### src/design/nlt_pkg.sv
`timescale 1ns / 1ps
// ----------------------------------------------------------------------------
// nlt_pkg: shared types and constants for the neighbor liveness table
// table depth, field widths, result codes and controller/datapath links
// ----------------------------------------------------------------------------
package nlt_pkg;

	localparam int TABLE_DEPTH = 16;
	localparam int IDX_W       = (TABLE_DEPTH > 1) ? $clog2(TABLE_DEPTH) : 1;
	localparam int CNT_W       = $clog2(TABLE_DEPTH + 1);

	localparam int IP_W       = 32;
	localparam int TIMER_W    = 16;
	localparam int SEQ_W      = 32;
	localparam int STATUS_W   = 3;
	localparam int ENTRY_W    = 4;
	localparam int TOTAL_W    = 5;
	localparam int DEATHS_W   = 5;

	localparam logic [TIMER_W-1:0] DECAY_RESET = TIMER_W'(8);

	// item kinds
	localparam logic FUNC_HELLO = 1'b0;
	localparam logic FUNC_TICK  = 1'b1;

	typedef enum logic [STATUS_W-1:0] {
		ST_REFRESHED  = 3'd0,
		ST_ADDED      = 3'd1,
		ST_FULL       = 3'd2,
		ST_TICK_QUIET = 3'd3,
		ST_TICK_DEATH = 3'd4
	} status_t;

	typedef enum logic {
		S_IDLE = 1'b0,
		S_WALK = 1'b1
	} ctrl_state_t;

	// controller to datapath
	typedef struct packed {
		logic load;     // capture transaction fields, restart walk
		logic issue;    // read table entry at walk pointer
		logic compact;  // age the entry read last cycle, keep it if alive
		logic refresh;  // reload timer of the matching entry, give result
		logic finish;   // append / drop / commit aging, give result
	} nlt_cmd_t;

	// datapath to controller
	typedef struct packed {
		logic more;     // walk pointer below neighbor count
		logic pending;  // an entry read is waiting to be evaluated
		logic hit;      // pending entry matches the hello address
		logic is_tick;  // captured item is an aging tick
	} nlt_stat_t;

endpackage

### src/design/nlt_ctrl.sv
`timescale 1ns / 1ps
// ----------------------------------------------------------------------------
// nlt_ctrl: controller for the neighbor liveness table
// sequences the table walk and picks the finishing action
// ----------------------------------------------------------------------------
module nlt_ctrl (
	input  logic              clk,
	input  logic              arst_n,
	input  logic              start,
	input  nlt_pkg::nlt_stat_t stat,
	output nlt_pkg::nlt_cmd_t  cmd,
	output logic              busy
);
	import nlt_pkg::*;

	ctrl_state_t state_q, state_d;

	always_ff @(posedge clk or negedge arst_n) begin
		if (!arst_n) begin
			state_q <= S_IDLE;
		end else begin
			state_q <= state_d;
		end
	end

	always_comb begin
		state_d = state_q;
		cmd     = '0;
		case (state_q)
			S_IDLE: begin
				if (start) begin
					cmd.load = 1'b1;
					state_d  = S_WALK;
				end
			end
			S_WALK: begin
				if (!stat.is_tick && stat.hit) begin
					// known neighbor, stop the walk here
					cmd.refresh = 1'b1;
					state_d     = S_IDLE;
				end else if (!stat.more && !stat.pending) begin
					cmd.finish = 1'b1;
					state_d    = S_IDLE;
				end else begin
					cmd.issue   = stat.more;
					cmd.compact = stat.is_tick && stat.pending;
				end
			end
			default: begin
				state_d = S_IDLE;
			end
		endcase
	end

	assign busy = (state_q != S_IDLE);

endmodule

### src/design/nlt_datapath.sv
`timescale 1ns / 1ps
// ----------------------------------------------------------------------------
// nlt_datapath: table storage, walk pointers and result registers
// one table read per cycle, one write per cycle, registered results
// ----------------------------------------------------------------------------
module nlt_datapath (
	input  logic                              clk,
	input  logic                              arst_n,
	input  nlt_pkg::nlt_cmd_t                 cmd,
	output nlt_pkg::nlt_stat_t                stat,
	input  logic                              func,
	input  logic [nlt_pkg::IP_W-1:0]          neighbor_ip,
	input  logic [nlt_pkg::TIMER_W-1:0]       dead_interval,
	input  logic                              cfg_we,
	input  logic [nlt_pkg::TIMER_W-1:0]       cfg_wdata,
	output logic                              done,
	output logic [nlt_pkg::STATUS_W-1:0]      status,
	output logic [nlt_pkg::ENTRY_W-1:0]       entry_index,
	output logic [nlt_pkg::TOTAL_W-1:0]       neighbor_total,
	output logic [nlt_pkg::DEATHS_W-1:0]      deaths,
	output logic [nlt_pkg::SEQ_W-1:0]         advert_sequence,
	output logic                              advert_changed
);
	import nlt_pkg::*;

	logic [IP_W-1:0]    addr_mem  [TABLE_DEPTH];
	logic [TIMER_W-1:0] timer_mem [TABLE_DEPTH];

	logic               func_q;
	logic [IP_W-1:0]    ip_q;
	logic [TIMER_W-1:0] reload_q;
	logic [TIMER_W-1:0] decay_q;
	logic [CNT_W-1:0]   count_q;
	logic [SEQ_W-1:0]   seq_q;
	logic [CNT_W-1:0]   rd_idx_q;
	logic [CNT_W-1:0]   kept_q;

	logic               valid_s1;
	logic [IDX_W-1:0]   idx_s1;
	logic [IP_W-1:0]    addr_s1;
	logic [TIMER_W-1:0] timer_s1;

	logic               done_q;
	status_t            status_q;
	logic [ENTRY_W-1:0] entry_q;
	logic [DEATHS_W-1:0] deaths_q;
	logic               changed_q;

	logic [TIMER_W-1:0] aged;
	logic               alive;
	logic               full;
	logic [CNT_W-1:0]   dead_cnt;

	logic               wr_en;
	logic               wr_addr_en;
	logic [IDX_W-1:0]   wr_idx;
	logic [IP_W-1:0]    wr_addr;
	logic [TIMER_W-1:0] wr_timer;

	// saturating decay of the entry read last cycle
	assign aged     = (timer_s1 > decay_q) ? (timer_s1 - decay_q) : '0;
	assign alive    = (aged != '0);
	assign full     = (count_q >= CNT_W'(TABLE_DEPTH));
	assign dead_cnt = count_q - kept_q;

	assign stat.more    = (rd_idx_q < count_q);
	assign stat.pending = valid_s1;
	assign stat.hit     = valid_s1 && (addr_s1 == ip_q);
	assign stat.is_tick = (func_q == FUNC_TICK);

	always_comb begin
		wr_en      = 1'b0;
		wr_addr_en = 1'b0;
		wr_idx     = idx_s1;
		wr_addr    = addr_s1;
		wr_timer   = reload_q;
		if (cmd.refresh) begin
			wr_en = 1'b1;
		end else if (cmd.compact && alive) begin
			wr_en      = 1'b1;
			wr_addr_en = 1'b1;
			wr_idx     = kept_q[IDX_W-1:0];
			wr_timer   = aged;
		end else if (cmd.finish && !stat.is_tick && !full) begin
			wr_en      = 1'b1;
			wr_addr_en = 1'b1;
			wr_idx     = count_q[IDX_W-1:0];
			wr_addr    = ip_q;
		end
	end

	// table storage
	always_ff @(posedge clk) begin
		if (cmd.issue) begin
			addr_s1  <= addr_mem[rd_idx_q[IDX_W-1:0]];
			timer_s1 <= timer_mem[rd_idx_q[IDX_W-1:0]];
		end
		if (wr_en) begin
			timer_mem[wr_idx] <= wr_timer;
		end
		if (wr_addr_en) begin
			addr_mem[wr_idx] <= wr_addr;
		end
	end

	// captured fields and result payload
	always_ff @(posedge clk) begin
		idx_s1 <= rd_idx_q[IDX_W-1:0];
		if (cmd.load) begin
			func_q   <= func;
			ip_q     <= neighbor_ip;
			reload_q <= dead_interval;
		end
		if (cmd.refresh) begin
			status_q  <= ST_REFRESHED;
			entry_q   <= ENTRY_W'(idx_s1);
			deaths_q  <= '0;
			changed_q <= 1'b0;
		end else if (cmd.finish) begin
			entry_q  <= '0;
			deaths_q <= '0;
			if (stat.is_tick) begin
				deaths_q  <= DEATHS_W'(dead_cnt);
				changed_q <= (dead_cnt != '0);
				status_q  <= (dead_cnt != '0) ? ST_TICK_DEATH : ST_TICK_QUIET;
			end else if (full) begin
				status_q  <= ST_FULL;
				changed_q <= 1'b0;
			end else begin
				status_q  <= ST_ADDED;
				entry_q   <= ENTRY_W'(count_q);
				changed_q <= 1'b1;
			end
		end
	end

	// control state
	always_ff @(posedge clk or negedge arst_n) begin
		if (!arst_n) begin
			decay_q  <= DECAY_RESET;
			count_q  <= '0;
			seq_q    <= '0;
			rd_idx_q <= '0;
			kept_q   <= '0;
			valid_s1 <= 1'b0;
			done_q   <= 1'b0;
		end else begin
			if (cfg_we) begin
				decay_q <= cfg_wdata;
			end
			valid_s1 <= cmd.issue;
			done_q   <= cmd.refresh || cmd.finish;
			if (cmd.load) begin
				rd_idx_q <= '0;
				kept_q   <= '0;
			end else begin
				if (cmd.issue) begin
					rd_idx_q <= rd_idx_q + 1'b1;
				end
				if (cmd.compact && alive) begin
					kept_q <= kept_q + 1'b1;
				end
			end
			if (cmd.finish) begin
				if (stat.is_tick) begin
					count_q <= kept_q;
					if (dead_cnt != '0) begin
						seq_q <= seq_q + 1'b1;
					end
				end else if (!full) begin
					count_q <= count_q + 1'b1;
					seq_q   <= seq_q + 1'b1;
				end
			end
		end
	end

	assign done            = done_q;
	assign status          = status_q;
	assign entry_index     = entry_q;
	assign neighbor_total  = TOTAL_W'(count_q);
	assign deaths          = deaths_q;
	assign advert_sequence = seq_q;
	assign advert_changed  = changed_q;

endmodule

### src/design/neighbor_liveness_table.sv
`timescale 1ns / 1ps
// ----------------------------------------------------------------------------
// neighbor_liveness_table: neighbor table with dead timers
// hello lookup / append and aging tick with order-preserving compaction
// ----------------------------------------------------------------------------
//
// channel   handshake           payload
// -------   -----------------   ------------------------------------------
// command   start / busy        func, neighbor_ip, dead_interval
// result    done (one cycle)    status, entry_index, neighbor_total,
//                               deaths, advert_sequence, advert_changed
// config    cfg_we              cfg_wdata (decay step)
//
// a transaction walks the neighbors held, reading one table entry per cycle
// through the single table read port, each read registered before it is
// evaluated; a hello that matches ends early at its matching entry.
// reset clears neighbor count, sequence and result strobe, and loads the
// decay step with 8; table contents need no reset
// busy is high from the accepting edge until the edge that raises done, so
// a new start may be given while done is high; the receiver cannot stall
//
module neighbor_liveness_table (
	input  logic                           clk,
	input  logic                           arst_n,
	// command channel
	input  logic                           start,
	output logic                           busy,
	input  logic                           func,
	input  logic [nlt_pkg::IP_W-1:0]       neighbor_ip,
	input  logic [nlt_pkg::TIMER_W-1:0]    dead_interval,
	// configuration
	input  logic                           cfg_we,
	input  logic [nlt_pkg::TIMER_W-1:0]    cfg_wdata,
	// result channel
	output logic                           done,
	output logic [nlt_pkg::STATUS_W-1:0]   status,
	output logic [nlt_pkg::ENTRY_W-1:0]    entry_index,
	output logic [nlt_pkg::TOTAL_W-1:0]    neighbor_total,
	output logic [nlt_pkg::DEATHS_W-1:0]   deaths,
	output logic [nlt_pkg::SEQ_W-1:0]      advert_sequence,
	output logic                           advert_changed
);
	import nlt_pkg::*;

	nlt_cmd_t  cmd;
	nlt_stat_t stat;
	logic      ctrl_busy;

	// controller only sees start while idle, so gating is done by its state
	nlt_ctrl u_ctrl (
		.clk    (clk),
		.arst_n (arst_n),
		.start  (start),
		.stat   (stat),
		.cmd    (cmd),
		.busy   (ctrl_busy)
	);

	// table, walk pointers, sequence number and result registers
	nlt_datapath u_dp (
		.clk             (clk),
		.arst_n          (arst_n),
		.cmd             (cmd),
		.stat            (stat),
		.func            (func),
		.neighbor_ip     (neighbor_ip),
		.dead_interval   (dead_interval),
		.cfg_we          (cfg_we),
		.cfg_wdata       (cfg_wdata),
		.done            (done),
		.status          (status),
		.entry_index     (entry_index),
		.neighbor_total  (neighbor_total),
		.deaths          (deaths),
		.advert_sequence (advert_sequence),
		.advert_changed  (advert_changed)
	);

	assign busy = ctrl_busy;

endmodule

### config.mk
export PLATFORM = sky130hd
export DESIGN_NAME = neighbor_liveness_table
export DESIGN_NICKNAME = d
export VERILOG_FILES = /design/src/design/nlt_pkg.sv /design/src/design/nlt_ctrl.sv /design/src/design/nlt_datapath.sv /design/src/design/neighbor_liveness_table.sv
export SDC_FILE = /design/constraint.sdc
export NUM_CORES = 1
export LEC_CHECK = 0
export ABC_CLOCK_PERIOD_IN_PS = 10000
export BUFFER_PORTS_ARGS = -buffer_cell sky130_fd_sc_hd__buf_4
export CAP_MARGIN = 20
export CORE_MARGIN = 2
export CORE_UTILIZATION = 69
export CTS_BUF_LIST = sky130_fd_sc_hd__clkbuf_2 sky130_fd_sc_hd__clkbuf_4 sky130_fd_sc_hd__clkbuf_8
export DETAILED_ROUTE_END_ITERATION = 8
export HOLD_SLACK_MARGIN = 0.03
export PLACE_DENSITY_LB_ADDON = 0.08
export SLEW_MARGIN = 5
export SYNTH_ARGS = -nofsm -noshare
export SYNTH_HDL_FRONTEND = slang
export SYNTH_HIERARCHICAL = 1
export SYNTH_SLANG_ARGS = --single-unit
export TNS_END_PERCENT = 50
### constraint.sdc
create_clock -name clk -period 10 [get_ports clk]
set_input_delay 0 -clock clk [delete_from_list [all_inputs] [get_ports clk]]
set_output_delay 0 -clock clk [all_outputs]
set_load 0.02 [all_outputs]
* After elaboration in Yosys (flattened, before gate mapping) *
Memory sizes are Yosys's and may differ from the RTL's. A register that Yosys moved wholly into a read port is not among the register bits.
Cells that the tools add are included.

word-level totals
  register bits = 132
  bits in latches = 0
  memory bits (writable) = 768
  memory bits (read-only) = 0
  input bits = 69
  output and inout bits = 52
  logic and storage cells = 97
  memories kept = 2

memory list
  name            words  width  read ports  clocked after memory_dff  write ports  line                text
  u_dp.addr_mem   16     32     1           1                         1            nlt_datapath.sv:26  logic [IP_W-1:0] addr_mem [TABLE_DEPTH];
  u_dp.timer_mem  16     16     1           1                         1            nlt_datapath.sv:27  logic [TIMER_W-1:0] timer_mem [TABLE_DEPTH];

cells by class
  add/subtract/negate cells = 6
  multipliers = 0
  divide/modulo/power cells = 0
  $lt $le $gt $ge = 3
  eq/ne operators = 3
  shift operators = 0
  multiplexer cells = 47
  bitwise gates (word level) = 1
  reduce and logical (&&, ||, !) cells = 19

operators by type and width
  cell                     count
  $mux W32                 6
  $mux W16                 3
  $mux W5                  7
  $add A32 B1 Y32 const B  1
  $eq A32 B32 Y1           1
  $mux W4                  8
  $mux W1                  17
  $gt A16 B16 Y1           1
  $reduce_bool A16 Y1      1
  $sub A16 B16 Y16         1
  $add A5 B1 Y5 const B    3
  $logic_and A1 B1 Y1      7
  $mux W2                  3
  $mux W3                  2
  $reduce_bool A2 Y1       3
  $ge A5 B5 Y1 const B     1
  $lt A5 B5 Y1             1
  $reduce_bool A5 Y1       1
  $sub A5 B5 Y5            1
  $logic_not A1 Y1         4
  $reduce_and A3 Y1        1
  $ne A2 B1 Y1 const B     1
  $ne A2 B2 Y1 const B     1
  $pmux W1 S2              1
  3 further kinds          3

* Logic depth before layout (Yosys ltp) *
Gate-level depths: netlist of the first run.

  depth in word-level cells = 13
  depth in mapped cells = 16
  mapped depth without buffers = 15

* Cells and area by module *
The synthesis of the first run kept the hierarchy.

modules (own cells, without submodules)
  module        times used  cells an instance  area each (um^2)  seq. area each (um^2)
  nlt_datapath  1           1864               37766.2           27983.1
  nlt_ctrl      1           11                 96.3              25.0

* Worst setup path before layout of the first run *
Ideal clock, no wire load.

  path type = reg2reg
  start = reg u_dp.rd_idx_q[0]
  end = reg u_dp.rd_idx_q[3]
  data arrival time = 6.495 ns
  data required time = 9.927 ns
  path slack = 3.432 ns
  cell stages (with the launch flop) = 13
  clock period less this slack = 6.568 ns
  cells stage by stage = dfrtp_1 -> clkbuf_1 -> clkbuf_1 -> buf_1 -> o21ai_0 -> a21boi_0 -> o21ai_0 -> nand2b_1 -> a21oi_1 -> nor3b_1 -> nand4_1 -> xor2_1 -> nor2_1

RTL lines
  what                    line                 text
  start, declared         nlt_datapath.sv:35   logic [CNT_W-1:0] rd_idx_q;
  start signal, assigned  nlt_datapath.sv:158  rd_idx_q <= rd_idx_q + 1'b1;

==> results of run 1 <==
-- per-layer routing --
metal  routed length, µm  share of wire  track usage
met5                   0              0            0
met4                2840          0.033        0.128
met3                6680          0.078       0.0550
met2               44200           0.51        0.527
met1               32200           0.38        0.425
-- synth_stat cells, types with 16 or more instances --
| cell type | number | share of area |
|---|---|---|
| a21oi_1 | 27 | 0.0036 |
| clkbuf_1 | 62 | 0.0061 |
| dfrtp_1 | 65 | 0.043 |
| edfxtp_1 | 869 | 0.69 |
| ha_1 | 29 | 0.0096 |
| inv_1 | 38 | 0.0038 |
| mux2_2 | 25 | 0.0074 |
| mux4_2 | 240 | 0.14 |
| nand2_1 | 71 | 0.0070 |
| nand3_1 | 24 | 0.0032 |
| nand4_1 | 18 | 0.0030 |
| nor2_1 | 43 | 0.0043 |
| nor3_1 | 26 | 0.0034 |
| o21ai_0 | 39 | 0.0052 |
| o31ai_1 | 16 | 0.0032 |
| xnor2_1 | 61 | 0.014 |
| xor2_1 | 21 | 0.0049 |
-- tightest hold or removal path: stages --
cell and delay, ps:
buf_4 210, o21ai_0 160, dlygate4sd3_1 540
-- registers in the layout (all words and copies together), names as in the netlist --
signal and flops:
u_dp/addr_mem 512, u_dp/timer_mem 256, u_dp/addr_s1 32, u_dp/advert_sequence 32
u_dp/ip_q 32, u_dp/decay_q 16, u_dp/reload_q 16, u_dp/timer_s1 16
u_dp/deaths 5, u_dp/kept_q 5, u_dp/neighbor_total 5, u_dp/rd_idx_q 5
u_dp/entry_index 4, u_dp/idx_s1 4, u_dp/status 3, u_ctrl/busy 1
u_dp/advert_changed 1, u_dp/done 1, u_dp/func_q 1, u_dp/valid_s1 1
-- metrics by stage --
step                area [µm²]  cells   util
floorplan                37900   1875      -
global placement         39800   2651  0.736
detailed placement       39800   2652  0.737
CTS                      44200   3059  0.818
global route             44200   3062  0.818
finish                   44200   3062  0.818
-- how the worst max path moves through the flow --
stage | startpoint | endpoint | slack, ps | cells past startpoint
5_1_grt | u_dp/addr_s1[16] | u_dp/addr_mem[9][19] | 3700 | 13
2_1_floorplan | u_dp/rd_idx_q[0] | u_dp/rd_idx_q[3] | 3430 | 12
3_3_place_gp | u_dp/addr_s1[8] | u_dp/timer_mem[5][11] | 4410 | 10
3_5_place_dp | u_dp/addr_s1[16] | u_dp/addr_mem[9][10] | 4110 | 13
4_1_cts | u_dp/addr_s1[16] | u_dp/addr_mem[9][20] | 4050 | 13
6_report | u_dp/addr_s1[16] | u_dp/addr_mem[9][9] | 3970 | 13
-- logic make-up (layout without fill, tap and decap cells) --
| kind of cell | Yosys count | after routing | synth area share |
|---|---|---|---|
| other cells | 0 | 1 | 0 |
| simple gates | 251 | 251 | 0.0338 |
| flops | 948 | 948 | 0.740 |
| fa+ha+maj | 31 | 31 | 0.0106 |
| compound gates | 152 | 152 | 0.0282 |
| mux | 280 | 280 | 0.154 |
| xor+xnor | 82 | 82 | 0.0190 |
| buf+inv | 131 | 621 | 0.0142 |
-- cell type report --
type | instances | area share
Antenna cell | 1 | 0.0000566
Multi-Input combinational cell | 796 | 0.214
Clock inverter | 37 | 0.00527
Tap cell | 696 | 0.0197
Inverter | 39 | 0.00331
Clock buffer | 204 | 0.0557
Sequential cell | 948 | 0.634
Timing Repair Buffer | 341 | 0.0678
-- where the power goes --
| part | leakage, nW | internal, W | switching [W] |
|---|---|---|---|
| Sequential | 8.84 | 0.00528 | 0.000290 |
| Combinational | 4.66 | 0.00157 | 0.00217 |
| Clock | 1.42 | 0.00161 | 0.00143 |
| Total | 14.9 | 0.00845 | 0.00388 |
-- cell usage in the layout, fill, tap and decap left out, types with 5 or more instances in the layout --
cell	instances
a21o_1	11
a21oi_1	27
and2_1	10
and3_1	15
and4_1	10
buf_4	174
clkbuf_4	55
clkbuf_8	149
clkinv_1	17
clkinv_2	7
clkinvlp_4	7
dfrtp_1	61
dfxtp_1	13
dlygate4sd3_1	165
edfxtp_1	869
ha_1	29
inv_1	37
mux2_1	9
mux2_2	25
mux2i_1	6
mux4_2	240
nand2_1	71
nand3_1	24
nand4_1	18
nor2_1	43
nor3_1	6
nor3_2	21
nor4_1	5
nor4_2	5
o21a_1	7
o21ai_0	38
o31ai_1	14
xnor2_1	61
xor2_1	21
==> flow_summary.ini, run 1 <==
[timing]
tightest_slew_ps = 1080
finalMaxSlewViolations = 0
setup_slack_ps = 3970
fin_skew_ps = 38.9
clock.fmax_ghz = 0.166
fin_hold_ws_ps = 170
setup_tns_ps = 0
period_minus_slack_ps = 6030
relSlewSlack = 0.279
fin_crit_sh = 0.603
hold_violations = 0
setup_viol = 0
rsz0062_at_grt = no

[critical_path]
reg2reg_slack_ps = 3970
slowest_delay_ps = 920
r2r_end = u_dp/addr_mem[9][9]
cp_slowest_cell = nor4_1
r2r-start = u_dp/addr_s1[16]
crit_type = flop to flop
crit_path_end_kind = flop
worstPathCellList = xnor2_1, nand4_1, nor4_1, nand4_1, nor4_1, nor2b_4, and2_1, inv_1, nand3_1, o32a_1, o2111ai_1, nor3_2, buf_4
cp_top_family = simple AND/OR/NAND/NOR gates
crit_arrival_ps = 6450
critPathLaunchType = flop
required_ps = 10420
worst_r2r_path_depth = 13
crit_buf_inv = 2
path_max_fanout = 32

[cts]
cts_setup_buffers = 0
cts.clk_slew.worst_paths_ps = 60
root_buffer = clkbuf_8
cts_tree = built
ctsResizeCount = 0
cts.sinks = 948
clockBufferDepth = 3
cts_max_level = 4
cts_hold_buf = 166
clock_latency_ps = 810
cts_buffers = 144

[global_route]
grt_antenna_before_repair = 1
gr-usage-all-layers = 0.316
grt_pass1_vias = 21100
grt_first_pass_wirelength_um = 129000
grt_max_degree = 69
overflow = 0

[yosys]
syn_nets = 1975
synthArstFlopShare = 0.0696
synth_seq_cells = 948
synth_area_um2 = 37900
synthCells = 1875
ys_types = 75
ys_seq_area_frac = 0.740
synth_ff_type = edfxtp_1
avgSynthCellArea_um2 = 20.2
synth_edf_count = 869
yosys_warnings = 6

[min_path]
hold-path-endpoint = u_dp/decay_q[12]
min_from = cfg_we
hold_class = primary input to flop
worstHoldPathCells = 3

[die]
core_area_um2 = 54000
die_y_um = 238
start_util = 0.701
die_w_um = 238
fp-row-count = 85
io_pins = 121
die-area_um2 = 56800

[cells_and_area]
multi_input_area_um2 = 9460
seq_area_um2 = 28000
fin_nets = 2370
fillers = 2525
drive_above_1_share = 0.304
syn_to_final_growth_pct = 16.7

[status]
status = completed

[power]
finalPower_w = 0.0123
p_leak_nw = 14.9
p_per_area_nw_per_um2 = 279
vdd_drop_max_v = 0.000256

[routing]
wirelength_um = 85900
vias_per_cell = 6.60
wl_per_cell_um = 28.1
ant_nets = 0
drc = 0
drtIter0Drc = 2447
vias = 20200
drt_first_pass_iters = 6

[flow_run]
maxCapViolations = 0

[placement]
dp_hpwl_um = 45900
gp_congestion = 0.876
pre_cts_ws_ps = 4110
io_buffers = 120
Note: power is estimated with default switching activity, not from simulation.
==> run 2, diff against run 1 <==
- ABC_AREA: unset -> 1
- ABC_CLOCK_PERIOD_IN_PS: 10000 -> 4800
- CORE_UTILIZATION: 69 -> 58
- clock period: 10 -> 4.8 ns (I/O delays scaled with it)
==> run 2 against run 1 <==
Against the previous run:
- clock power grew 120%
- sequential share of layout area decreased by 2.1 points
- non-clock buffer count is 38 higher
- worst setup slack got worse by 3700 ps
- die area grew 22%
- critical endpoint is now u_dp/addr_mem[15][15]
==> flow_summary.ini, run 2 <==
[status]
status = completed

[critical_path]
crit_arrival_ps = 5160
crit_path_end_kind = flop
crit_top_cell = nand2_1
critPathLaunchType = flop
cp_slowest_cell = nand3_2
crit_buf_inv = 3
required_ps = 5400
worstPathCellList = inv_1, ha_1, nand2_1, nor2_1, nand2_1, nand3_1, nand3_1, nand2_1, nand2_1, nand3_1, nand2_1, nor2_1, nand3_2, nand2_2, nand3_2, buf_4, o21ai_0, buf_4
cp_top_family = simple AND/OR/NAND/NOR gates
path_max_fanout = 20
slowest_delay_ps = 600
crit_type = flop to flop

[global_route]
gr-usage-all-layers = 0.291
grt_antenna_before_repair = 2
grt_first_pass_wirelength_um = 153000
grt_pass1_vias = 26200
grt_max_degree = 244
overflow = 0

[yosys]
yosys_warnings = 6
netlist.area_leader.share = 0.672
synth_edf_count = 869
avgSynthCellArea_um2 = 12.3
synthArstFlopShare = 0.0696
ys_seq_area_frac = 0.721
synth_commonest_cells = 869 x edfxtp_1, 473 x nor2_1, 467 x o21ai_0
synth_seq_cells = 948
yosysTopAreaCell = edfxtp_1
syn_nets = 3248
synthCells = 3148
yosys-top-cells-area = edfxtp_1 67%, o21ai_0 6.0%, nor2_1 4.6%, dfrtp_1 4.2%, nand2_1 3.4%
yosys.cell_count.top_type = edfxtp_1
ys_types = 53
synth_area_um2 = 38800
synth_ff_type = edfxtp_1

[cts]
cts_tree = built
cts_setup_buffers = 0
clockBufferDepth = 3
cts.clk_slew.worst_paths_ps = 60
cts_buffers = 150
cts_max_level = 4
clock_latency_ps = 800
root_buffer = clkbuf_8
cts.sinks = 948

[cells_and_area]
largest_reg_flops = 512
top_register = u_dp/addr_mem
final_cells = 4479
fin_nets = 3602
seq_area_um2 = 28000
syn_to_final_growth_pct = 17.7
multi_input_area_um2 = 9700
fillers = 4565
drive_above_1_share = 0.147
reg.largest.list = u_dp/addr_mem (512), u_dp/timer_mem (256)
layout_commonest_cell = edfxtp_1
final_cell_mix = 869 x edfxtp_1, 467 x o21ai_0, 453 x nor2_1
fin_util = 0.693

[timing]
clock.fmax_ghz = 0.219
period_minus_slack_ps = 4560
finalMaxSlewViolations = 0
setup_viol = 0
fin_hold_ws_ps = 174
rsz0062_at_grt = no
tightest_slew_ps = 1170
relSlewSlack = 0.217
fin_skew_ps = 34.5
setup_slack_ps = 243
fin_crit_sh = 0.949
hold_violations = 0

[die]
die-area_um2 = 69000
core_area_um2 = 66000
fp-row-count = 94
io_pins = 121
start_util = 0.589
die_w_um = 263
die_y_um = 263

[power]
vdd_drop_max_v = 0.000550
p_per_area_nw_per_um2 = 623
p_leak_nw = 16.3

[flow_run]
maxCapViolations = 0

[min_path]
hold_class = primary input to flop

[routing]
wl_per_cell_um = 22.5
drt_first_pass_iters = 6
ant_nets = 0
wirelength_um = 101000
drc = 0
drtIter0Drc = 2898
vias = 26700
vias_per_cell = 5.97

[placement]
pre_cts_ws_ps = 317
io_buffers = 120
gp_congestion = 0.929
dp_cells = 4047
dp_hpwl_um = 58700
run 2: cell count changes after synthesis, sizes merged, moves of 42 or more:
cell / before / now
clkbuf: 62 / 157
inv: 39 / 149
nand3: 24 / 146
mux4: 240 / 0
xnor2: 61 / 19
nand2: 71 / 358
nor2: 43 / 484
o22ai: 3 / 123
o21ai: 41 / 469
o221ai: 0 / 75
run 2: metal layers:
metal | track usage | part of all wire
met5 | 0 | 0.00013
met4 | 0.128 | 0.038
met3 | 0.0563 | 0.075
met2 | 0.471 | 0.48
met1 | 0.386 | 0.40
run 2: tightest hold or removal path: stages:
cell and delay, ps:
buf_4 210, o21ai_0 170, dlygate4sd3_1 540
run 2: timing repair:
item / 4_1_cts / 5_1_grt
endpoints found under the setup margin: 0 / 166
hold buffers: 166 / 0
gates resized for setup: 0 / 4
hold endpoints to repair: 152 / 0
run 2: metrics by stage:
stage	area, µm²	TNS [ps]	total power [W]
floorplan	38900	-89880	0.0177
finish	45700	0	0.0285
global route	45700	0	0.0298
detailed placement	41000	0	0.0216
CTS	45700	0	0.0284
global placement	41000	0	0.0214
run 2: cell type report:
class | instances | share of cell area
Antenna cell | 2 | 0.000109
Multi-Input combinational cell | 1870 | 0.212
Tap cell | 864 | 0.0237
Clock inverter | 56 | 0.00895
Timing Repair Buffer | 379 | 0.0738
Inverter | 153 | 0.0128
Clock buffer | 207 | 0.0555
Sequential cell | 948 | 0.613
run 2: cells by family after synthesis:
logic type                 Yosys count  share of synthesized area
adders and majority gates           31                     0.0104
buffers and inverters              330                     0.0330
DFF                                948                      0.721
muxes                                8                    0.00232
xor gates and xnor gates            45                     0.0101
and+or+nand+nor                   1039                      0.111
AOI/OAI and AO/OA                  747                      0.112
run 2: path summary, 6_finish.rpt:
kind | slack, ps | end | cells past startpoint | start
min in group asynchronous | 290 | u_dp/decay_q[3] | 3 | arst_n
max in group asynchronous | 4100 | u_dp/advert_sequence[12] | 4 | arst_n
min reg2reg | 480 | u_dp/rd_idx_q[4] | 1 | u_dp/rd_idx_q[4]
max reg2reg | 240 | u_dp/addr_mem[15][15] | 18 | u_dp/decay_q[3]
min | 170 | u_dp/decay_q[8] | 3 | cfg_we
max | 240 | u_dp/addr_mem[15][15] | 18 | u_dp/decay_q[3]
run 2: power by group:
group / switching (W) / internal, W
clock: 0.00310 / 0.00365
combinational: 0.00730 / 0.00264
sequential: 0.000389 / 0.0114
total: 0.0108 / 0.0177
